===== config.mk =====
export PLATFORM = sky130hd
export DESIGN_NAME = led_pixel_gamma_ws2812_encoder_top
export DESIGN_NICKNAME = d
export VERILOG_FILES = /design/src/hw/rtl/lpg_pkg.sv /design/src/hw/rtl/lpg_front.sv /design/src/hw/rtl/lpg_queue.sv /design/src/hw/rtl/lpg_back.sv /design/src/hw/rtl/led_pixel_gamma_ws2812_encoder_top.sv
export SDC_FILE = /design/constraint.sdc
export NUM_CORES = 2
export LEC_CHECK = 0
export ABC_AREA = 1
export BUFFER_PORTS_ARGS = -buffer_cell sky130_fd_sc_hd__buf_2
export CAP_MARGIN = 15
export CORE_ASPECT_RATIO = 0.7
export CORE_UTILIZATION = 55
export DETAILED_ROUTE_END_ITERATION = 10
export PLACE_DENSITY = 0.82
export SETUP_SLACK_MARGIN = 0.1
export SYNTH_ARGS = -nofsm -noshare
export SYNTH_HDL_FRONTEND = slang
export SYNTH_SLANG_ARGS = --single-unit

===== constraint.sdc =====
create_clock -name aclk -period 9.8 [get_ports aclk]
set_clock_uncertainty 0.1 [all_clocks]
set_input_delay 0.98 -clock aclk [delete_from_list [all_inputs] [get_ports aclk]]
set_output_delay 0.98 -clock aclk [all_outputs]
set_load 0.02 [all_outputs]

===== src/hw/rtl/lpg_pkg.sv =====
// Shared types, register indexes and arithmetic helpers for the LED pixel encoder.
package lpg_pkg;

    localparam int unsigned QUEUE_DEPTH_DEF = 4;
    localparam int unsigned TICK_W          = 15;
    localparam int unsigned COMP_W          = 8;
    localparam int unsigned CFG_W           = 15;
    localparam int unsigned CFG_IDX_W       = 3;
    localparam int unsigned WORD_W          = 32;   // up to four bytes per pixel
    localparam int unsigned SYM_IDX_W       = 6;    // symbol index 0..32 within a pixel

    localparam logic [COMP_W-1:0] FULL_SCALE = 8'hFF;

    localparam logic [TICK_W-1:0] ZERO_HIGH_RST = 15'd3;
    localparam logic [TICK_W-1:0] ZERO_LOW_RST  = 15'd9;
    localparam logic [TICK_W-1:0] ONE_HIGH_RST  = 15'd9;
    localparam logic [TICK_W-1:0] ONE_LOW_RST   = 15'd3;
    localparam logic [TICK_W-1:0] LATCH_RST     = 15'd1;

    typedef enum logic [CFG_IDX_W-1:0] {
        REG_BRIGHTNESS  = 3'd0,
        REG_COLOR_ORDER = 3'd1,
        REG_HAS_WHITE   = 3'd2,
        REG_ZERO_HIGH   = 3'd3,
        REG_ZERO_LOW    = 3'd4,
        REG_ONE_HIGH    = 3'd5,
        REG_ONE_LOW     = 3'd6,
        REG_LATCH_TICKS = 3'd7
    } lpg_reg_idx_t;

    typedef enum logic [2:0] {
        ORD_RGB = 3'd0,
        ORD_RBG = 3'd1,
        ORD_GRB = 3'd2,
        ORD_GBR = 3'd3,
        ORD_BRG = 3'd4,
        ORD_BGR = 3'd5
    } lpg_order_t;

    typedef struct packed {
        logic [COMP_W-1:0] brightness;
        logic [2:0]        color_order;
        logic              has_white;
        logic [TICK_W-1:0] zero_high;
        logic [TICK_W-1:0] zero_low;
        logic [TICK_W-1:0] one_high;
        logic [TICK_W-1:0] one_low;
        logic [TICK_W-1:0] latch_ticks;
    } lpg_cfg_t;

    typedef struct packed {
        logic [WORD_W-1:0] word;   // first byte on the line in the top bits
        logic              last;
    } lpg_entry_t;

    // floor(x/255) for x <= 255*255: one add and one compare.
    function automatic logic [COMP_W-1:0] div255(input logic [2*COMP_W-1:0] x);
        logic [COMP_W-1:0] q0;
        logic [COMP_W:0]   r;
        q0 = x[2*COMP_W-1:COMP_W];
        r  = {1'b0, x[COMP_W-1:0]} + {1'b0, q0};
        return (r >= {1'b0, FULL_SCALE}) ? q0 + 8'd1 : q0;
    endfunction

    // Component index (0 red, 1 green, 2 blue) sent at byte position pos.
    function automatic logic [1:0] order_sel(input logic [2:0] ord, input logic [1:0] pos);
        logic [5:0] tri_sel;   // {pos0, pos1, pos2}
        case (ord)
            ORD_RGB: tri_sel = {2'd0, 2'd1, 2'd2};
            ORD_RBG: tri_sel = {2'd0, 2'd2, 2'd1};
            ORD_GRB: tri_sel = {2'd1, 2'd0, 2'd2};
            ORD_GBR: tri_sel = {2'd1, 2'd2, 2'd0};
            ORD_BRG: tri_sel = {2'd2, 2'd0, 2'd1};
            default: tri_sel = {2'd2, 2'd1, 2'd0};
        endcase
        case (pos)
            2'd0:    return tri_sel[5:4];
            2'd1:    return tri_sel[3:2];
            default: return tri_sel[1:0];
        endcase
    endfunction

endpackage


===== src/hw/rtl/lpg_front.sv =====
// Front pipeline: gamma square, brightness scale, color ordering into queue words.
module lpg_front (
    input  logic                      aclk,
    input  logic                      aresetn,
    input  lpg_pkg::lpg_cfg_t         cfg,
    input  logic                      in_valid,
    output logic                      in_ready,
    input  logic [lpg_pkg::COMP_W-1:0] in_comp [4],
    input  logic                      in_last,
    output logic                      push,
    input  logic                      q_full,
    output lpg_pkg::lpg_entry_t       push_entry
);

    localparam int unsigned CW = lpg_pkg::COMP_W;
    localparam int unsigned PW = 2 * CW;

    logic          v1_reg, v2_reg;
    logic          last1_reg, last2_reg;
    logic [2*CW-1:0] sq_reg   [4];
    logic [2*CW-1:0] prod_reg [4];
    logic          en1, en2;
    logic [CW-1:0] comp [4];

    assign en2      = !v2_reg || !q_full;
    assign en1      = !v1_reg || en2;
    assign in_ready = en1;
    assign push     = v2_reg && !q_full;

    always_ff @(posedge aclk) begin
        if (!aresetn) begin
            v1_reg <= 1'b0;
            v2_reg <= 1'b0;
        end else begin
            if (en1) v1_reg <= in_valid;
            if (en2) v2_reg <= v1_reg;
        end
    end

    // stage 1: v*v
    always_ff @(posedge aclk) begin
        if (en1) begin
            last1_reg <= in_last;
            for (int i = 0; i < 4; i++) begin
                sq_reg[i] <= PW'(in_comp[i]) * PW'(in_comp[i]);
            end
        end
    end

    // stage 2: gamma = v*v/255, then times brightness
    always_ff @(posedge aclk) begin
        if (en2) begin
            last2_reg <= last1_reg;
            for (int i = 0; i < 4; i++) begin
                prod_reg[i] <= PW'(lpg_pkg::div255(sq_reg[i])) * PW'(cfg.brightness);
            end
        end
    end

    // g*b/255 is exact for b = 0 and b = 255 too, so no special cases
    always_comb begin
        for (int i = 0; i < 4; i++) begin
            comp[i] = lpg_pkg::div255(prod_reg[i]);
        end
        push_entry.word = {comp[lpg_pkg::order_sel(cfg.color_order, 2'd0)],
                           comp[lpg_pkg::order_sel(cfg.color_order, 2'd1)],
                           comp[lpg_pkg::order_sel(cfg.color_order, 2'd2)],
                           comp[3]};
        push_entry.last = last2_reg;
    end

endmodule


===== src/hw/rtl/lpg_queue.sv =====
// Small FIFO of pixel words between the front pipeline and the serializer.
module lpg_queue #(
    parameter int unsigned DEPTH = lpg_pkg::QUEUE_DEPTH_DEF
) (
    input  logic                aclk,
    input  logic                aresetn,
    input  logic                push,
    input  lpg_pkg::lpg_entry_t push_entry,
    output logic                full,
    input  logic                pop,
    output logic                not_empty,
    output lpg_pkg::lpg_entry_t pop_entry
);

    localparam int unsigned PTR_W = (DEPTH > 1) ? $clog2(DEPTH) : 1;
    localparam int unsigned CNT_W = $clog2(DEPTH + 1);

    lpg_pkg::lpg_entry_t mem [DEPTH];
    logic [PTR_W-1:0]    wr_ptr_reg, rd_ptr_reg;
    logic [CNT_W-1:0]    count_reg;

    assign full      = (count_reg == CNT_W'(DEPTH));
    assign not_empty = (count_reg != '0);
    assign pop_entry = mem[rd_ptr_reg];

    always_ff @(posedge aclk) begin
        if (push) mem[wr_ptr_reg] <= push_entry;
    end

    always_ff @(posedge aclk) begin
        if (!aresetn) begin
            wr_ptr_reg <= '0;
            rd_ptr_reg <= '0;
            count_reg  <= '0;
        end else begin
            if (push) begin
                wr_ptr_reg <= (wr_ptr_reg == PTR_W'(DEPTH - 1)) ? '0 : wr_ptr_reg + 1'b1;
            end
            if (pop) begin
                rd_ptr_reg <= (rd_ptr_reg == PTR_W'(DEPTH - 1)) ? '0 : rd_ptr_reg + 1'b1;
            end
            case ({push, pop})
                2'b10:   count_reg <= count_reg + 1'b1;
                2'b01:   count_reg <= count_reg - 1'b1;
                default: count_reg <= count_reg;
            endcase
        end
    end

    a_count_bound: assert property (@(posedge aclk) disable iff (!aresetn)
        count_reg <= CNT_W'(DEPTH)) else $error("queue count over depth");
    a_no_overflow: assert property (@(posedge aclk) disable iff (!aresetn)
        full && !pop |-> !push) else $error("push into full queue");

endmodule


===== src/hw/rtl/lpg_back.sv =====
// Serializer: one bit symbol per cycle from queue words while the sink is ready, closing reset symbol, output register.
module lpg_back (
    input  logic                aclk,
    input  logic                aresetn,
    input  lpg_pkg::lpg_cfg_t   cfg,
    input  logic                q_not_empty,
    input  lpg_pkg::lpg_entry_t pop_entry,
    output logic                pop,
    output logic                m_tvalid,
    input  logic                m_tready,
    output logic [31:0]         m_tdata,
    output logic                m_tlast
);

    localparam int unsigned IW = lpg_pkg::SYM_IDX_W;

    logic                       busy_reg;
    logic [lpg_pkg::WORD_W-1:0] word_reg;
    logic                       last_reg;
    logic [IW-1:0]              idx_reg;
    logic                       m_tvalid_reg, m_tlast_reg;
    logic [31:0]                m_tdata_reg;

    logic          emit, final_sym, is_reset_sym, bit_val;
    logic [IW-1:0] total;
    logic [lpg_pkg::TICK_W-1:0] hi_ticks, lo_ticks;

    always_comb begin
        total        = (cfg.has_white ? IW'(32) : IW'(24)) + IW'(last_reg);
        final_sym    = (idx_reg == total - 1'b1);
        is_reset_sym = idx_reg[5] | (idx_reg[4:3] == 2'd3 && !cfg.has_white);
        bit_val      = word_reg[~idx_reg[4:0]];
        emit         = busy_reg && (!m_tvalid_reg || m_tready);
        pop          = q_not_empty && (!busy_reg || (emit && final_sym));
        hi_ticks     = is_reset_sym ? cfg.latch_ticks : (bit_val ? cfg.one_high : cfg.zero_high);
        lo_ticks     = is_reset_sym ? cfg.latch_ticks : (bit_val ? cfg.one_low : cfg.zero_low);
    end

    always_ff @(posedge aclk) begin
        if (!aresetn) begin
            busy_reg <= 1'b0;
            idx_reg  <= '0;
        end else if (pop) begin
            busy_reg <= 1'b1;
            idx_reg  <= '0;
        end else if (emit) begin
            busy_reg <= !final_sym;
            idx_reg  <= final_sym ? '0 : idx_reg + 1'b1;
        end
    end

    always_ff @(posedge aclk) begin
        if (pop) begin
            word_reg <= pop_entry.word;
            last_reg <= pop_entry.last;
        end
    end

    always_ff @(posedge aclk) begin
        if (!aresetn) begin
            m_tvalid_reg <= 1'b0;
        end else if (emit) begin
            m_tvalid_reg <= 1'b1;
        end else if (m_tready) begin
            m_tvalid_reg <= 1'b0;
        end
    end

    // {second_ticks, second_level, first_ticks, first_level}
    always_ff @(posedge aclk) begin
        if (emit) begin
            m_tdata_reg <= {lo_ticks, 1'b0, hi_ticks, !is_reset_sym};
            m_tlast_reg <= final_sym;
        end
    end

    assign m_tvalid = m_tvalid_reg;
    assign m_tdata  = m_tdata_reg;
    assign m_tlast  = m_tlast_reg;

    a_idx_range: assert property (@(posedge aclk) disable iff (!aresetn)
        busy_reg |-> idx_reg < total) else $error("symbol index past pixel end");
    a_idle_idx: assert property (@(posedge aclk) disable iff (!aresetn)
        !busy_reg |-> idx_reg == '0) else $error("idle serializer with stale index");

endmodule


===== src/hw/rtl/led_pixel_gamma_ws2812_encoder_top.sv =====
// Top level: config registers, front pipeline, pixel queue and symbol serializer.
// Path: stage 1 and stage 2 registers, queue, serializer word register, then the output register.
// Throughput: 24 symbols per pixel (32 with white), one more on a frame's last pixel;
//   the serializer sends one symbol per cycle while the sink is ready.
// The front pipeline takes a new word every cycle until the queue fills.
// Reset (synchronous, aresetn low): registers to defaults, pipeline, queue and output empty.
module led_pixel_gamma_ws2812_encoder_top #(
    parameter int unsigned QUEUE_DEPTH = lpg_pkg::QUEUE_DEPTH_DEF
) (
    input  logic        aclk,
    input  logic        aresetn,
    // pixel words
    input  logic        s_tvalid,
    output logic        s_tready,
    input  logic [31:0] s_tdata,   // red[7:0], green[15:8], blue[23:16], white[31:24]
    input  logic        s_tlast,   // last_pixel
    // symbol words
    output logic        m_tvalid,
    input  logic        m_tready,
    output logic [31:0] m_tdata,   // first_level[0], first_ticks[15:1],
                                   // second_level[16], second_ticks[31:17]
    output logic        m_tlast,   // last_symbol
    // config writes
    input  logic        cfg_we,
    input  logic [2:0]  cfg_index,
    input  logic [14:0] cfg_wdata
);

    lpg_pkg::lpg_cfg_t   cfg_reg;
    lpg_pkg::lpg_entry_t push_entry, pop_entry;
    logic                push, pop, q_full, q_not_empty;
    logic [7:0]          in_comp [4];

    // Register file; the user must write it only while the block is idle; the block does not enforce it.
    always_ff @(posedge aclk) begin
        if (!aresetn) begin
            cfg_reg.brightness  <= lpg_pkg::FULL_SCALE;
            cfg_reg.color_order <= lpg_pkg::ORD_GRB;
            cfg_reg.has_white   <= 1'b0;
            cfg_reg.zero_high   <= lpg_pkg::ZERO_HIGH_RST;
            cfg_reg.zero_low    <= lpg_pkg::ZERO_LOW_RST;
            cfg_reg.one_high    <= lpg_pkg::ONE_HIGH_RST;
            cfg_reg.one_low     <= lpg_pkg::ONE_LOW_RST;
            cfg_reg.latch_ticks <= lpg_pkg::LATCH_RST;
        end else if (cfg_we) begin
            case (lpg_pkg::lpg_reg_idx_t'(cfg_index))
                lpg_pkg::REG_BRIGHTNESS:  cfg_reg.brightness  <= cfg_wdata[7:0];
                lpg_pkg::REG_COLOR_ORDER: cfg_reg.color_order <= cfg_wdata[2:0];
                lpg_pkg::REG_HAS_WHITE:   cfg_reg.has_white   <= cfg_wdata[0];
                lpg_pkg::REG_ZERO_HIGH:   cfg_reg.zero_high   <= cfg_wdata;
                lpg_pkg::REG_ZERO_LOW:    cfg_reg.zero_low    <= cfg_wdata;
                lpg_pkg::REG_ONE_HIGH:    cfg_reg.one_high    <= cfg_wdata;
                lpg_pkg::REG_ONE_LOW:     cfg_reg.one_low     <= cfg_wdata;
                lpg_pkg::REG_LATCH_TICKS: cfg_reg.latch_ticks <= cfg_wdata;
                default:                  cfg_reg             <= cfg_reg;
            endcase
        end
    end

    // component 3 is white; it only reaches the line when has_white is set
    assign in_comp[0] = s_tdata[7:0];
    assign in_comp[1] = s_tdata[15:8];
    assign in_comp[2] = s_tdata[23:16];
    assign in_comp[3] = s_tdata[31:24];

    lpg_front u_front (
        .aclk       (aclk),
        .aresetn    (aresetn),
        .cfg        (cfg_reg),
        .in_valid   (s_tvalid),
        .in_ready   (s_tready),
        .in_comp    (in_comp),
        .in_last    (s_tlast),
        .push       (push),
        .q_full     (q_full),
        .push_entry (push_entry)
    );

    lpg_queue #(
        .DEPTH (QUEUE_DEPTH)
    ) u_queue (
        .aclk       (aclk),
        .aresetn    (aresetn),
        .push       (push),
        .push_entry (push_entry),
        .full       (q_full),
        .pop        (pop),
        .not_empty  (q_not_empty),
        .pop_entry  (pop_entry)
    );

    lpg_back u_back (
        .aclk        (aclk),
        .aresetn     (aresetn),
        .cfg         (cfg_reg),
        .q_not_empty (q_not_empty),
        .pop_entry   (pop_entry),
        .pop         (pop),
        .m_tvalid    (m_tvalid),
        .m_tready    (m_tready),
        .m_tdata     (m_tdata),
        .m_tlast     (m_tlast)
    );

endmodule


# --- Word level (Yosys, flattened, before mapping) ---
# Memory sizes are Yosys's and may differ from the RTL's. A register that Yosys moved wholly into a read port is not among the register bits.
# Cells that the tools add are included.
word_totals:
  ramBits: 260
  memories: 3
  latchBits: 0
  rom_bits: 0
  regBits: 138
  word_cells: 161
op_classes:
  reduce_logical: 32
  n_mux: 39
  shift: 0
  addsub: 23
  eq_ne: 18
  n_bitwise: 6
  mul: 8
  magnitude_cmp: 12
  div_mod_pow: 0
memory_table:
  columns: ["name", "words", "width", "read_ports", "rd_ports_with_merged_regs", "write_ports", "line", "source"]
  rows:
  - ["u_queue.mem", 4, 33, 1, 1, 1, "lpg_queue.sv:18", "lpg_pkg::lpg_entry_t mem [DEPTH];"]
  - ["u_front.prod_reg", 4, 16, 4, 0, 4, "lpg_front.sv:21", "logic [2*CW-1:0] prod_reg [4];"]
  - ["u_front.sq_reg", 4, 16, 4, 0, 4, "lpg_front.sv:20", "logic [2*CW-1:0] sq_reg [4];"]
op_table:
  columns: ["cell", "count"]
  rows:
  - ["8-bit by 8-bit multiplier with 16-bit output", 8]
  - ["8-bit 2-to-1 mux", 14]
  - ["8-bit by 8-bit adder with 9-bit output", 8]
  - ["9-bit by 8-bit >= comparator with 1-bit output (second input constant)", 8]
  - ["8-bit by 1-bit adder with 8-bit output (second input constant)", 8]
  - ["15-bit 2-to-1 mux", 4]
  - ["8-bit binary-select mux with 2-bit select", 3]
  - ["6-bit one-hot mux with 5 select lines", 1]
  - ["3-bit equality test (second input constant)", 6]
  - ["2-bit AND reduction", 8]
  - ["3-bit by 2-bit equality test with 1-bit output (second input constant)", 4]
  - ["6-bit 2-to-1 mux", 2]
  - ["1-bit 2-to-1 mux", 11]
  - ["3-bit >= comparator (second input constant)", 3]
  - ["2-bit NOT with 3-bit output", 3]
  - ["2-bit equality test (second input constant)", 4]
  - ["1-bit zero test", 8]
  - ["6-bit by 1-bit adder with 6-bit output", 1]
  - ["6-bit by 1-bit adder with 6-bit output (second input constant)", 1]
  - ["3-bit by 1-bit equality test with 1-bit output (second input constant)", 2]
  - ["6-bit equality test", 1]
  - ["3-bit zero test", 2]
  - ["5-bit by 6-bit < comparator with 1-bit output (second input constant)", 1]
  - ["3-bit one-hot mux with 2 select lines", 1]
  - ["15 further kinds", 26]

# --- Logic depth before layout (Yosys ltp) ---
logic_depth:
  depth_word: 9
  mapped_depth: 35
  depth_no_buf: 35

# --- Cells and area by module ---
# From an unflattened synthesis, not the netlist that was laid out.
unflattened:
  hier_cells: 4204
  area_unflattened_um2: 35699.2
by_module_without_submodules:
  columns: ["module", "n_inst", "area_per_inst_um2", "cells_each"]
  rows:
  - ["lpg_front", 1, 23193.5, 2902]
  - ["lpg_queue", 1, 5371.4, 380]
  - ["lpg_back", 1, 3699.8, 434]
  - ["led_pixel_gamma_ws2812_encoder_top", 1, 3434.5, 488]

# --- Worst setup path after synthesis ---
# No wires, ideal clock.
synth_timing:
  kind: "reg-to-reg"
  start: "memory u_front.sq_reg[3][8] (netlist bit)"
  end: "memory u_front.prod_reg[3][14] (netlist bit) (data pin)"
  path_stages_with_launch: 36
  slack_ns: 4.035
  period_less_slack_ns: 5.765
  t_arrival_ns: 5.413
  setup_time_ns: 0.252
  cell_sequence: "edfxtp_1 ha_1 ha_1 nand2_1 nand2_1 nand2_1 nand2_1 nand2_1 nand3_1 nor2_1 nand3_1 nand2_1 nand3_4 nand2_4 nand2_1 nand2_2 nor2_1 fa_1 inv_1 fa_1 inv_1 fa_1 inv_1 fa_1 inv_1 ha_1 a21oi_1 o21ai_0 a21oi_1 o21ai_0 nand2_1 nand2_1 a21oi_1 inv_1 nand2_1 nand2_1"
synth_rtl:
  columns: ["element", "line"]
  rows:
  - ["from (decl)", "lpg_front.sv:20"]
  - ["to (decl)", "lpg_front.sv:21"]

==> results.md <==
* Number of global-route vias before repair at 26600
* Most common cell on crit path: nand2_1
* I/O Pins at 91
* # H-tree levels at 2
* Post-DP HPWL at 58000 µm
* Max Cap Viol at 0
* Num rows at 76
* Die width at 303 µm
* Hold_sp: u_front.last1_reg$_DFFE_PP_
* Routed wire per std cell at 15.9 µm
* Wire length on met3 at 7120 µm
* CTS tree: built
* Share of layout cells above drive strength 1 at 6.48%
* YS warnings at 0
* Port Buffers at 89
* Die height at 213 µm
* DR iter-0 viols at 2334
* Hold Crit Class: register to register
* P&R area growth vs syn at 7.68%
* Die ar. at 64500 µm²
* Number of iterations in the first detailed-routing pass at 6
* Number of synthesized flops with an enable pin at 323
* Crit. End Element: register
* DR vias/cell at 5.57
* Setup bufs post-CTS at 0
* Avg Inst Size Synth at 8.71 µm²
* Yosys reg bits at 427
* Largest net degree at the start of global routing at 96
* Routed wl met2 at 34400 µm
* Num Clock Sinks at 427
* Slowest cell delay on critical path at 0.57 ns
* Arr. time, crit path at 6.74 ns
* CTS Buf Count at 42
* Status: finished clean
* Crit. Startpoint: u_front.sq_reg[3][8]$_DFFE_PP_
* Via count at 27300
* Clock Path Buffers at 3
* Post-Route WL at 78200 µm
* Number of flip-flops under the largest register name at 132
* Commonest cells after routing, fill and taps aside: nand2_1 (664), inv_1 (644), nor2_1 (431)
* Initial antenna violation count at 3
* M1 wire length at 34700 µm
* Seq/Total Area, Yosys at 33.7%
* Synth Cell Area at 34900 µm²
* Setup TNS at 0 ns
* Max Slew Vio Count at 0
* Initial Util at 56.2%
* RSZ-0062 raised after global routing: false
* Post-route DRC at 0
* FF-to-FF Start: u_front.sq_reg[3][8]$_DFFE_PP_
* Worst slew margin at 24.0%
* Slew @ Worst Pin at 1.14 ns
* Critical path type: register to register
* Hold-fix buffers at CTS at 0
* Netlist cell types at 55
* Fin. Hold Viols at 0
* Total grt overflow at 0
* Slowest CP cell: fa_1
* First-pass GRT wire length at 129000 µm
* Startpoint types: register
* ANT nets after route at 0
* Synth async-reset ratio at 0%
* Commonest non-fill, non-tap cell in the layout: nand2_1
* Synth Instances at 4009
* Critical Path RT at 10.03 ns
* Final Setup Violations at 0
* Crit path time final at 6.50 ns
* CORE AREA at 62100 µm²
* Top_reg_cell synth: edfxtp_1
* GRT Total Usage at 24.7%
* Gp weighted congestion at 0.927
* Worst-skew pair later-pin latency at 0.58 ns
* Period utilisation layout at 66.3%
* CP Max Fanout at 9
* Worst-path clk slew at 0.06 ns
* Top sig layer: met5
* Final nets at 4697
* Root Buffer: clkbuf_16
* Post-cts sizing count at 0
* Achievable Freq at 0.154 GHz
[worst paths after layout]
kind	cells past startpoint	end	slack (ns)
max	35	u_front.prod_reg[3][14]$_DFFE_PP_	3.30
min	0	u_front.last2_reg$_DFFE_PP_	0.33
max reg2reg	35	u_front.prod_reg[3][14]$_DFFE_PP_	3.30
min reg2reg	0	u_front.last2_reg$_DFFE_PP_	0.33
[routing by layer]
layer	global-route usage, %	vias to the layer above
li1	-	13200
met1	34.8	13000
met2	38.5	1006
met3	5.20	137
met4	6.64	6
met5	0	-
[synth_stat cells, types with 3 or more instances]
cell type	count	share of area, %
nand2_2	42	0.75
a211oi_1	3	0.065
inv_2	11	0.12
nand3_1	310	4.4
o2111ai_1	9	0.23
ha_1	339	12
nor3_1	14	0.20
o21ai_0	200	2.9
o21ai_1	9	0.13
edfxtp_1	323	28
xor2_1	116	2.9
nand2_1	665	7.2
o21bai_1	4	0.086
nand3b_1	23	0.49
nor2_1	435	4.7
dfxtp_1	104	6.0
nand3_2	3	0.086
a21o_1	5	0.11
nand4_1	31	0.56
clkbuf_1	98	1.1
o221ai_1	6	0.15
buf_2	7	0.10
inv_1	645	6.9
buf_4	7	0.15
nand2_4	9	0.29
o22ai_1	38	0.68
a31oi_1	7	0.13
o211ai_1	21	0.45
a21oi_1	192	2.8
fa_1	249	14
xnor2_1	50	1.3
[logic make-up (layout without fill, tap and decap cells)]
| family | count (synthesis) | in the layout | synth area share, % |
|---|---|---|---|
| other cells | 1 | 6 | 0.0107 |
| fa+ha+maj | 588 | 588 | 26.4 |
| mux | 2 | 2 | 0.0645 |
| flops | 427 | 427 | 33.7 |
| xor+xnor | 167 | 167 | 4.21 |
| buf+inv | 770 | 844 | 8.41 |
| simple gates | 1547 | 1547 | 19.1 |
| compound gates | 507 | 507 | 7.99 |
[worst max-delay path, delay by kind of cell (launching register included)]
family                     cells  cell delay, ns
AOI/OAI and AO/OA              5            0.92
adders and majority gates      7            2.93
buffers and inverters          5            0.26
DFF                            1            0.48
and+or+nand+nor               18            1.56
[layout make-up]
| cell class | instances | area [µm²] |
|---|---|---|
| Fill cell | 5032 | 24500 |
| Multi-Input combinational cell | 2816 | 20200 |
| Sequential cell | 427 | 11800 |
| Inverter | 657 | 2470 |
| Clock buffer | 51 | 1120 |
| Tap cell | 819 | 1020 |
| Timing Repair Buffer | 109 | 621 |
| Clock inverter | 27 | 337 |
| Antenna cell | 1 | 2.50 |
[stage by stage]
step	util, %	hold WS, ns	instances	setup slack, ns	cell area, µm²
after floorplan	-	0.300	4013	4.03	34900
after global placement	58.1	0.317	4826	3.61	36100
after detailed placement	58.1	0.313	4826	3.37	36100
after CTS	60.5	0.329	4904	3.36	37600
after global routing	60.5	0.341	4907	2.88	37600
final	60.5	0.332	4907	3.30	37600
Power is left out: the tool's default activity adds up to more than one toggle a clock period on the data nets, which glitch-free logic cannot reach.
